### src/hw/rtl/mic_pkg.sv
// shared types, constants and command codes for the map inversion builder
`timescale 1ns / 1ps

package mic_pkg;

  // sizing
  localparam int MaxSources = 1024;
  localparam int MaxTargets = 256;
  localparam int SrcAw      = $clog2(MaxSources);       // source / member address
  localparam int TgtW       = $clog2(MaxTargets);       // target index
  localparam int CntW       = $clog2(MaxSources + 1);   // counts, offsets, source count
  localparam int OfsAw      = $clog2(MaxTargets + 1);   // offset table address
  localparam int NtW        = 9;                        // num_targets register
  localparam int FuncW      = 3;
  localparam int IdxW       = 11;
  localparam int StatW      = 3;

  typedef enum logic [FuncW-1:0] {
    FUNC_CLEAR  = 3'd0,
    FUNC_APPEND = 3'd1,
    FUNC_BUILD  = 3'd2,
    FUNC_RD_OFS = 3'd3,
    FUNC_RD_MBR = 3'd4
  } func_t;

  typedef enum logic [StatW-1:0] {
    ST_OK        = 3'd0,
    ST_TARGET    = 3'd1,
    ST_FULL      = 3'd2,
    ST_INDEX     = 3'd3,
    ST_NOT_BUILT = 3'd4
  } status_t;

  // which result gets loaded into the output register
  typedef enum logic [1:0] {
    RES_IMM,
    RES_READ,
    RES_BUILD
  } res_sel_t;

  typedef enum logic [3:0] {
    S_IDLE,
    S_READ,
    S_CHK_A,
    S_CHK_B,
    S_CLR,
    S_CNT_A,
    S_CNT_B,
    S_CNT_C,
    S_PFX_A,
    S_PFX_B,
    S_PFX_END,
    S_PLC_A,
    S_PLC_B,
    S_PLC_C,
    S_DONE
  } state_t;

  // controller to datapath
  typedef struct packed {
    logic     accept;       // request taken this cycle
    logic     idx_clr;      // walk counter and running sum to zero
    logic     idx_inc;      // advance walk counter
    logic     chk;          // stored target under test
    logic     cnt_zero_wr;  // count[idx] <= 0 (clear sweep)
    logic     cnt_bump_wr;  // count[target] <= count + 1
    logic     pfx_rd;       // count read addressed by walk counter
    logic     pfx_wr;       // offset[idx] <= run, run += count, count[idx] <= 0
    logic     pfx_end;      // offset[idx] <= run (closing offset)
    logic     plc_wr;       // member[offset + count] <= source
    logic     out_load;     // load output register
    res_sel_t res_sel;
  } dp_cmd_t;

  // datapath to controller
  typedef struct packed {
    logic last_src;   // walk counter at last stored source
    logic last_tgt;   // walk counter at last active target
    logic src_zero;   // no sources stored
    logic chk_bad;    // stored target out of range
  } dp_sts_t;

endpackage

### src/hw/rtl/mic_ctrl.sv
// sequencer of the map inversion builder: handshakes and build phases
`timescale 1ns / 1ps

module mic_ctrl (
  input  logic                      clk,
  input  logic                      rst_n,
  input  logic                      in_valid,
  input  logic [mic_pkg::FuncW-1:0] in_func,
  output logic                      in_ready,
  output logic                      out_valid,
  input  logic                      out_ready,
  input  mic_pkg::dp_sts_t          sts,
  output mic_pkg::dp_cmd_t          cmd
);
  import mic_pkg::*;

  state_t state_r;
  state_t state_nxt;
  logic   out_valid_r;
  logic   slot_free;

  assign slot_free = !out_valid_r || out_ready;

  always_ff @(posedge clk) begin
    if (!rst_n) begin
      state_r     <= S_IDLE;
      out_valid_r <= 1'b0;
    end else begin
      state_r <= state_nxt;
      if (cmd.out_load) begin
        out_valid_r <= 1'b1;
      end else if (out_ready) begin
        out_valid_r <= 1'b0;
      end
    end
  end

  always_comb begin
    state_nxt   = state_r;
    cmd         = '0;
    cmd.res_sel = RES_IMM;
    in_ready    = 1'b0;
    case (state_r)
      S_IDLE: begin
        in_ready = slot_free;
        if (in_valid && slot_free) begin
          cmd.accept = 1'b1;
          case (in_func)
            FUNC_BUILD: begin
              cmd.idx_clr = 1'b1;
              state_nxt   = sts.src_zero ? S_CLR : S_CHK_A;
            end
            FUNC_RD_OFS, FUNC_RD_MBR: state_nxt = S_READ;
            default: begin
              cmd.out_load = 1'b1;
              cmd.res_sel  = RES_IMM;
            end
          endcase
        end
      end
      S_READ: begin
        cmd.res_sel = RES_READ;
        if (slot_free) begin
          cmd.out_load = 1'b1;
          state_nxt    = S_IDLE;
        end
      end
      S_CHK_A: state_nxt = S_CHK_B;
      S_CHK_B: begin
        cmd.chk = 1'b1;
        if (sts.chk_bad) begin
          state_nxt = S_DONE;
        end else if (sts.last_src) begin
          cmd.idx_clr = 1'b1;
          state_nxt   = S_CLR;
        end else begin
          cmd.idx_inc = 1'b1;
          state_nxt   = S_CHK_A;
        end
      end
      S_CLR: begin
        cmd.cnt_zero_wr = 1'b1;
        if (sts.last_tgt) begin
          cmd.idx_clr = 1'b1;
          state_nxt   = sts.src_zero ? S_PFX_A : S_CNT_A;
        end else begin
          cmd.idx_inc = 1'b1;
        end
      end
      S_CNT_A: state_nxt = S_CNT_B;
      S_CNT_B: state_nxt = S_CNT_C;
      S_CNT_C: begin
        cmd.cnt_bump_wr = 1'b1;
        if (sts.last_src) begin
          cmd.idx_clr = 1'b1;
          state_nxt   = S_PFX_A;
        end else begin
          cmd.idx_inc = 1'b1;
          state_nxt   = S_CNT_A;
        end
      end
      S_PFX_A: begin
        cmd.pfx_rd = 1'b1;
        state_nxt  = S_PFX_B;
      end
      S_PFX_B: begin
        cmd.pfx_wr  = 1'b1;
        cmd.idx_inc = 1'b1;
        state_nxt   = sts.last_tgt ? S_PFX_END : S_PFX_A;
      end
      S_PFX_END: begin
        cmd.pfx_end = 1'b1;
        cmd.idx_clr = 1'b1;
        state_nxt   = sts.src_zero ? S_DONE : S_PLC_A;
      end
      S_PLC_A: state_nxt = S_PLC_B;
      S_PLC_B: state_nxt = S_PLC_C;
      S_PLC_C: begin
        cmd.plc_wr      = 1'b1;
        cmd.cnt_bump_wr = 1'b1;
        if (sts.last_src) begin
          state_nxt = S_DONE;
        end else begin
          cmd.idx_inc = 1'b1;
          state_nxt   = S_PLC_A;
        end
      end
      S_DONE: begin
        cmd.res_sel = RES_BUILD;
        if (slot_free) begin
          cmd.out_load = 1'b1;
          state_nxt    = S_IDLE;
        end
      end
      default: state_nxt = S_IDLE;
    endcase
  end

  assign out_valid = out_valid_r;

  // offset read data is not held while the state waits, so a read must never wait for the output
  a_read_no_wait: assert property (@(posedge clk) disable iff (!rst_n)
    (state_r == S_READ) |-> slot_free)
    else $error("read result found output register busy");

  a_read_enters: assert property (@(posedge clk) disable iff (!rst_n)
    (in_valid && in_ready && (in_func == FUNC_RD_OFS || in_func == FUNC_RD_MBR))
      |=> (state_r == S_READ))
    else $error("read request did not enter read state");

  a_build_enters: assert property (@(posedge clk) disable iff (!rst_n)
    (in_valid && in_ready && (in_func == FUNC_BUILD))
      |=> (state_r == S_CHK_A || state_r == S_CLR))
    else $error("build request did not start a walk");

  a_busy_no_take: assert property (@(posedge clk) disable iff (!rst_n)
    (state_r != S_IDLE) |-> !in_ready)
    else $error("request taken while busy");

endmodule

### config.mk
export PLATFORM = sky130hd
export DESIGN_NAME = mic_ctrl
export DESIGN_NICKNAME = d
export VERILOG_FILES = /design/src/hw/rtl/mic_pkg.sv /design/src/hw/rtl/mic_ctrl.sv
export SDC_FILE = /design/constraint.sdc
export NUM_CORES = 1
export LEC_CHECK = 0
export ABC_AREA = 1
export ABC_CLOCK_PERIOD_IN_PS = 1400
export CORE_MARGIN = 1
export CORE_UTILIZATION = 35
export DETAILED_ROUTE_END_ITERATION = 8
export DONT_BUFFER_PORTS = 1
export PLACE_DENSITY = 0.57
export SYNTH_ARGS = -nofsm -noshare
export SYNTH_HDL_FRONTEND = slang
export SYNTH_SLANG_ARGS = --single-unit
### constraint.sdc
create_clock -name clk -period 1.4 [get_ports clk]
set_input_delay 0 -clock clk [delete_from_list [all_inputs] [get_ports clk]]
set_output_delay 0 -clock clk [all_outputs]
set_load 0.1 [all_outputs]
# Yosys cells after proc, flatten, opt, wreduce, memory -nomap -nowiden
# Index checks and enable logic that the tools add are counted.
# W data, S select, Z words.
[word_totals] register_bits=5
[classes] eq_ne=21 n_reduce_logical=10 mux=37
[ops] cell="$pmux W4 S14" n=1
[ops] cell="$eq A4 B4 Y1 const B" n=7
[ops] cell="$mux W4" n=6
[ops] cell="$mux W3" n=6
[ops] cell="$mux W1" n=17
[ops] cell="$eq A4 B3 Y1 const B" n=4
[ops] cell="$pmux W3 S3" n=1
[ops] cell="$eq A4 B2 Y1 const B" n=2
[ops] cell="$pmux W4 S2" n=1
[ops] cell="$eq A3 B2 Y1 const B" n=2
[ops] cell="$mux W2" n=3
[ops] cell="$reduce_or A2 Y1" n=3
[ops] cell="$pmux W1 S5" n=1
[ops] cell="$eq A4 B1 Y1 const B" n=1
[ops] cell="$logic_not A4 Y1" n=1
[ops] cell="$ne A2 B2 Y1 const B" n=2
[ops] cell="$pmux W1 S4" n=1
[ops] cell="$reduce_and A4 Y1" n=1
[ops] cell="$eq A3 B3 Y1 const B" n=1
[ops] cell="$ne A3 B1 Y1 const B" n=1
[ops] cell="$reduce_or A3 Y1" n=1
[ops] cell="$ne A2 B1 Y1 const B" n=1
[ops] cell="$reduce_bool A2 Y1" n=1
[ops] cell="$logic_and A1 B1 Y1" n=1
[ops] cell="other kinds (2)" n=2

# Longest topological paths before layout
# Gate-level depths: netlist (run 1).
[logic_depth] word_depth=6 ltp_mapped=10 mapped_depth_nobuf=9

# Worst setup path before layout (run 1)
# Ideal clock, no wire load.
[synth_path] kind="flip-flop to output port" start="register state_r[3]" end="output cmd[10] (netlist name)" arrival_time_ps=4126 slack_ps=-2726 t_required_ps=1400 stages_incl_launch_ff=5 path_buffers=1 cell_sequence="dfxtp_1 -> buf_4 -> inv_1 -> nand2_1 -> o311ai_0"
[synth_rtl] element="start, declared" line_no="mic_ctrl.sv:17" rtl="state_t state_r;"
[synth_rtl] element="start signal, assigned" line_no="mic_ctrl.sv:29" rtl="state_r <= state_nxt;"
[synth_rtl] element="end, declared" line_no="mic_ctrl.sv:13" rtl="output mic_pkg::dp_cmd_t cmd"

==> results of run 1 <==
[final cells by class]
cell class	instances	share of cell area, %
multi-input combinational	101	47.8
timing repair buffer	48	33.3
clock buffer	4	1.71
tap	27	2.20
inverter	25	7.32
sequential	5	7.73
[synth_stat cells]
cell type | n | area (sq um)
inv_2 | 4 | 15.0
a211oi_2 | 1 | 12.5
o31ai_1 | 2 | 15.0
o211ai_1 | 2 | 15.0
clkinv_1 | 1 | 3.75
dfxtp_1 | 5 | 100
nand2_1 | 35 | 131
nand3_1 | 10 | 50.1
buf_4 | 2 | 15.0
o21ai_1 | 3 | 15.0
o22ai_1 | 2 | 12.5
o311ai_0 | 1 | 8.76
nor2_1 | 18 | 67.6
nor2_4 | 4 | 45.0
nor2_2 | 3 | 18.8
nand2_4 | 1 | 11.3
o21ai_0 | 2 | 10.0
nand3_2 | 2 | 20.0
a21oi_1 | 5 | 25.0
inv_1 | 20 | 75.1
nand2_2 | 8 | 50.1
nand4_1 | 2 | 12.5
[power by group through the flow]
| stage | Sequential (uW) | Combinational, uW | Clock, uW |
|---|---|---|---|
| final | 276 | 2470 | 171 |
| after global routing | 284 | 2600 | 183 |
| after CTS | 274 | 2290 | 174 |
| after detailed placement | 261 | 2070 | 0 |
| after global placement | 260 | 2050 | 0 |
| after floorplan | 305 | 1410 | 0 |
[repair_timing]
| action | 4_1_cts | 5_1_grt |
|---|---|---|
| setup endpoints to repair | 5 | 17 |
| cloned | 0 | 0 |
| hold buffers | 2 | 0 |
| buffers inserted | 11 | 6 |
| pin swaps | 8 | 12 |
| endpoints found under the hold margin | 5 | 0 |
| resized for setup | 16 | 15 |
[cells in the final DEF, fill, tap and decap left out, drive strengths merged]
cell type    instances
o22ai                2
nand4                2
dlygate4sd3          2
o211ai               2
o311ai               1
nand2               44
inv                 24
a211oi               1
dfxtp                5
o31ai                2
a21oi                5
o21ai                5
clkbuf               4
buf                 46
nand3               12
clkinv               1
nor2                25
[sequential cells by signal (all words and copies together), names as in the netlist]
name / cells
state_r: 4
out_valid: 1
[tightest hold or removal path, cell delays in order]
cell,delay [ns]
nand2_1,0.05
nand4_1,0.09
nand2_1,0.08
a21oi_1,0.05
[kinds of logic after synthesis]
| logic type | count (synthesis) | synth area share [%] |
|---|---|---|
| AOI/OAI and AO/OA | 18 | 15.6 |
| buffers and inverters | 27 | 14.9 |
| DFF | 5 | 13.7 |
| and+or+nand+nor | 83 | 55.7 |
[worst max path at each step]
stage           endpoint  slack [ns]
2_1_floorplan  out_valid       -0.26
3_3_place_gp     cmd[11]        0.05
3_5_place_dp     cmd[11]        0.04
4_1_cts           cmd[2]       -0.10
5_1_grt           cmd[2]       -0.17
6_report          cmd[2]       -0.11
[metal layers]
metal	part of all wire, %	wire length (um)	GRT usage (%)
met1	39	1010	29.1
met2	54	1400	40.5
met3	6.1	156	6.42
met4	0	0	4.44
met5	0	0	0
[through the flow]
step                hold slack, ns  cell area, sq um  setup TNS [ns]
floorplan                    0.109               921           -1.55
global placement             0.113              1290               0
detailed placement           0.122              1290               0
CTS                         0.0624              1450          -0.275
global route                0.0986              1540           -1.23
finish                      0.0613              1540          -0.658
==> summary.md, run 1 <==
| Metric | Value |
|---|---|
| Min cycle time layout | 1.51 ns |
| Peak VDD IR | approximately 2.6 mV |
| Crit path setup slack, layout | -0.108 ns |
| Gr ovfl total | 0 |
| Worst Setup SP | state_r[1] |
| Net Sw Power | 1640 uW |
| Worst Path Arrival | between 1.5 and 2 ns |
| Initial Util | 37.2% |
| PwrDens | 1900 nW/um^2 |
| Sequence of cells on the critical path | nor2_4 -> nand2_4 -> inv_4 -> nand3_4 -> buf_6 -> o21ai_4 -> buf_12 |
| Initial antenna violation count | 0 |
| RSZ-0062 raised after global routing | yes |
| Total global routing track utilization | 23.4% |
| Hold Path End | state_r[3] |
| DPL Wire Length | 1.88 mm |
| FILL cells | 146 |
| Crit path buf inv count | 3 |
| Seq pwr share | 9.5% |
| Layout cell share with drive strength beyond 1 | 58.5% |
| Clock share of power | 5.9% |
| Final setup vio count | 8 |
| Syn avg cell area | 5.48 sq um |
| Status | complete, but fails checks |
| Multi-input gate area | 734 sq um |
| Vias in the first global route | between 800 and 900 |
| Final Hold Viols | 0 |
| Tcrit/Tclk final | 108% |
| Internal power | 1280 uW |
| CP Depth | 7 |
| Crit. End Element | primary output |
| DRC Markers | 0 |
| Hold WC Path Type | primary input to flip-flop |
| Antenna Nets Post-Route | 0 |
| Ant diodes | 0 |
| Hold Path Origin | sts[0] |
| Non-filler cells, final | 210 |
| Failing checks | setup timing |
| R2R cell count | 10 |
| Die H | 47.7 um |
| Sw Ratio | 56.3% |
| Total power draw | 2920 uW |
| DP Cell Count | 190 |
| Slowest cell on crit path | dfxtp_4 |
| # H-tree levels | 1 |
| Cell variety after synth | 22 |
| Die area | between 2000 and 2500 sq um |
| Clk slew on worst S/H paths | 0.04 ns |
| Number of max-cap violations | 0 |
| Sequential cell area fraction in the yosys report | 13.7% |
| Largest net degree at the start of global routing | 7 |
| Layout Skew | 0.00310 ns |
| IO Port Bufs | 0 |
| Initial DRC count | 26 |
| Worst rel slew slack | 80.8% |
| CTS root buf | clkbuf_4 |
| Routability congestion estimate from global placement | 0.896 |
| First-pass GRT wire length | 3.72 mm |
| WS Path Type | flip-flop to primary output |
| Layout area overhead | 111% |
| CP max FO | 5 |
| Post-Synthesis Cell Area | 729 sq um |
| R2R Path Start | state_r[1] |
| Slowest stage delay, CP | around 0.37 ns |
| Clk_lat worst skew | 0.24 ns |
| R2r setup slk | -0.10 ns |
| CTS Buffer Depth | 2 |
| Vias | 1031 |
| Clock buffer count from CTS | 3 |
| # rows | 16 |
| Routed len/inst | 12.2 um |
| Setup slack at placement | 0.0423 ns |
| Max Clock Freq | 663 MHz |
| Max Slew Vio Count | 0 |
| Cells on Worst Hold Path | 4 |
| Worst EP required | ~1.4 ns |
| CP Launch Type | flip-flop |
| Core Util, Final | 78.4% |
| Nets | 195 |
| CTS tree | done |
| Post-Syn Instances | 133 |
| Crit path max-delay family | buffers and inverters |
| Drt total wl | 2.57 mm |
| First-pass DRT Iterations | 4 |
| I/O pin count | 26 |
| Syn Nets | 144 |
| CTS Sinks | 5 |
| Synthesized flop and latch total | 5 |
| Register area | between 100 and 150 sq um |
| Die Wd | 47.7 um |
| Total core area | 1960 sq um |
| Comb power frac | between 80 and 90% |
| Worst slew pin tran | 0.287 ns |
| Reg2reg end | state_r[0] |
| Avg Vias per Cell | between 4 and 5 |
| Synth Warn # | 0 |
| Leakage power | 0.000712 uW |
No activity file was read; power rests on OpenSTA's default activity.
==> run 2: changes to the inputs <==
--- a/config.mk
+++ b/config.mk
@@ -6,12 +6,13 @@
 export NUM_CORES = 1
 export LEC_CHECK = 0
 export ABC_AREA = 1
-export ABC_CLOCK_PERIOD_IN_PS = 1400
+export CELL_PAD_IN_SITES_DETAIL_PLACEMENT = 0
+export CELL_PAD_IN_SITES_GLOBAL_PLACEMENT = 1
 export CORE_MARGIN = 1
 export CORE_UTILIZATION = 35
 export DETAILED_ROUTE_END_ITERATION = 8
 export DONT_BUFFER_PORTS = 1
-export PLACE_DENSITY = 0.57
+export PLACE_DENSITY = 0.77
 export SYNTH_ARGS = -nofsm -noshare
 export SYNTH_HDL_FRONTEND = slang
 export SYNTH_SLANG_ARGS = --single-unit
==> run 2 against run 1 <==
  * The flow still finishes with violations (setup timing)
  * Maximum frequency is 4.3% lower
  * Sequential share of layout area is 0.65 points lower
  * Largest power group unchanged
  * Non-clock buffer count is 1 higher
  * Clock skew is 0.0013 ns lower
  * Routed wire length is 22% higher
  * Total power is 6.1% higher
  * Hold slack better by 0.024 ns
  * Sequential power is 4% lower
  * First-iteration DRC count is 27% higher
==> summary.md, run 2 (synthesized netlist as in run 1, its figures left out) <==
| Metric | Value |
|---|---|
| Status | complete, but fails checks |
| Failing checks | setup timing |
| Layout cell share with drive strength beyond 1 | 62.5% |
| R2r setup slk | -0.17 ns |
| CTS Sinks | 5 |
| Layout area overhead | 125% |
| Die area | 2270 sq um |
| Slowest cell on crit path | dfxtp_4 |
| Layout Skew | 0.00183 ns |
| Max Clock Freq | 635 MHz |
| Max Slew Vio Count | 0 |
| FILL cells | roughly 120 |
| Worst EP required | 1.40 ns |
| Most frequent cells in the layout | nand2_1, buf_4, nor2_4, buf_12, inv_1 |
| Number of max-cap violations | 0 |
| Clock share of power | 5.4% |
| Slowest stage delay, CP | 0.38 ns |
| First-pass DRT Iterations | 4 |
| Die H | 47.7 um |
| Met1 Routed Length | 1.22 mm |
| Sequence of cells on the critical path | nor2_4 -> nand2_4 -> inv_4 -> nand3_4 -> buf_6 -> o21ai_4 -> buf_12 |
| Total global routing track utilization | about 27% |
| Worst Path Arrival | 1.58 ns |
| Crit path buf inv count | 3 |
| Initial antenna violation count | 0 |
| Top Metal Used | met4 |
| Antenna Nets Post-Route | 0 |
| Largest register FFs | 4 |
| DRC Markers | 0 |
| Gr ovfl total | 0 |
| Setup TNS | -0.721 ns |
| Net Sw Power | 1730 uW |
| Min cycle time layout | 1.58 ns |
| CTS root buf | clkbuf_4 |
| Crit. End Element | primary output |
| First-pass GRT wire length | 4.25 mm |
| DP Cell Count | about 190 |
| CTS Buffer Depth | 2 |
| Met2 WL | around 1.7 mm |
| IO Port Bufs | 0 |
| Routability congestion estimate from global placement | 0.914 |
| Hold WC Path Type | primary input to flip-flop |
| Leakage power | 0.000755 uW |
| CTS tree | done |
| Clk slew on worst S/H paths | approximately 0.04 ns |
| Hold Path End | state_r[1] |
| Reg2reg end | out_valid |
| Worst rel slew slack | about four fifths |
| Routed len/inst | around 15 um |
| Initial DRC count | 33 |
| Total core area | 1960 sq um |
| Internal power | 1360 uW |
| Non-filler cells, final | roughly 210 |
| Clk_lat worst skew | between 0.2 and 0.25 ns |
| Drt total wl | 3.13 mm |
| I/O pin count | 26 |
| Largest net degree at the start of global routing | 7 |
| Tcrit/Tclk final | 113% |
| R2R cell count | 10 |
| Die Wd | approximately 48 um |
| Area after DPL | ~1300 sq um |
| Vias in the first global route | between 900 and 1000 |
| CP Launch Type | flip-flop |
| Crit path setup slack, layout | -0.176 ns |
| Vias | between 1000 and 1500 |
| Cells on Worst Hold Path | 5 |
| PwrDens | 1890 nW/um^2 |
| # rows | 16 |
| Met3 Routed Length | 170 um |
| Worst slew pin tran | 0.270 ns |
| Most common cell after layout, fill and taps aside | nand2_1 |
| # H-tree levels | 1 |
| R2R Path Start | state_r[1] |
| Seq pwr share | 8.6% |
| Clock buffer count from CTS | 3 |
| Final Hold Viols | 0 |
| DPL Wire Length | 2.04 mm |
| Nets | 196 |
| Initial Util | 37.2% |
| CP max FO | 6 |
| Avg Vias per Cell | 5.28 |
| Crit path max-delay family | buffers and inverters |
| WS Path Type | flip-flop to primary output |
| Ant diodes | 0 |
| Sw Ratio | between 50% and 60% |
| Total power draw | 3100 uW |
| Peak VDD IR | 2.04 mV |
| Final Cell Area | roughly 1600 sq um |
| Setup slack at placement | 0.0160 ns |
| Hold Path Origin | sts[1] |
| Final setup vio count | 8 |
| Reg with most FFs | state_r |
| RSZ-0062 raised after global routing | yes |
| Comb power frac | 86.0% |
-- run 2: changes by cell type in the layout (fill, tap and decap cells not counted), sizes merged --
cell and delta:
buf +1
-- run 2: stage by stage --
step                hold slack [ns]  utilization [%]
global placement              0.113             65.6
finish                       0.0853             83.7
CTS                          0.0666             76.5
floorplan                     0.109                -
detailed placement            0.124             65.6
global route                 0.0932             83.7
-- run 2: worst min-delay path, stage by stage --
cell and delay (ns):
inv_1 0.03, nand3_1 0.08, nand2_1 0.05, nand2_1 0.06, a21oi_1 0.06
-- run 2: how the worst max path moves through the flow --
stage | cells past startpoint | from | slack, ns | to
CTS | 8 | state_r[3] | -0.16 | cmd[2]
floorplan | 8 | state_r[0] | -0.26 | out_valid
global route | 8 | state_r[3] | -0.25 | cmd[2]
detailed placement | 9 | state_r[2] | 0.02 | state_r[2]
global placement | 9 | state_r[2] | 0.04 | state_r[0]
finish | 7 | state_r[1] | -0.18 | cmd[2]
-- run 2: layout make-up --
cell class	count	area [sq um]	area share (%)
sequential	5	116	7.08
tap	27	33.8	2.06
timing repair buffer	49	586	35.6
multi-input combinational	101	766	46.6
inverter	25	115	7.01
clock buffer	4	26.3	1.60
-- run 2: power groups by stage --
| stage | logic [uW] | clock network, uW | registers [uW] |
|---|---|---|---|
| 6_report | 2670 | 167 | 266 |
| 5_1_grt | 2770 | 190 | 273 |
| 4_1_cts | 2390 | 166 | 274 |
| 3_5_place_dp | 2080 | 0 | 262 |
| 3_3_place_gp | 2060 | 0 | 259 |
| 2_1_floorplan | 1410 | 0 | 305 |
-- run 2: routing by layer --
metal  vias up  global-route usage [%]
met4         0                    5.56
met2        52                    49.3
met1       531                    32.4
met3         8                    6.04
li1        523                       -
met5         -                       0
-- run 2: what timing repair did --
| item | 4_1_cts | 5_1_grt |
|---|---|---|
| endpoints found under the setup margin | 4 | 18 |
| hold endpoints to repair | 5 | 0 |
| pin swaps | 12 | 7 |
| hold buffers | 2 | 0 |
| gates resized for setup | 23 | 25 |
| buffers inserted | 9 | 7 |
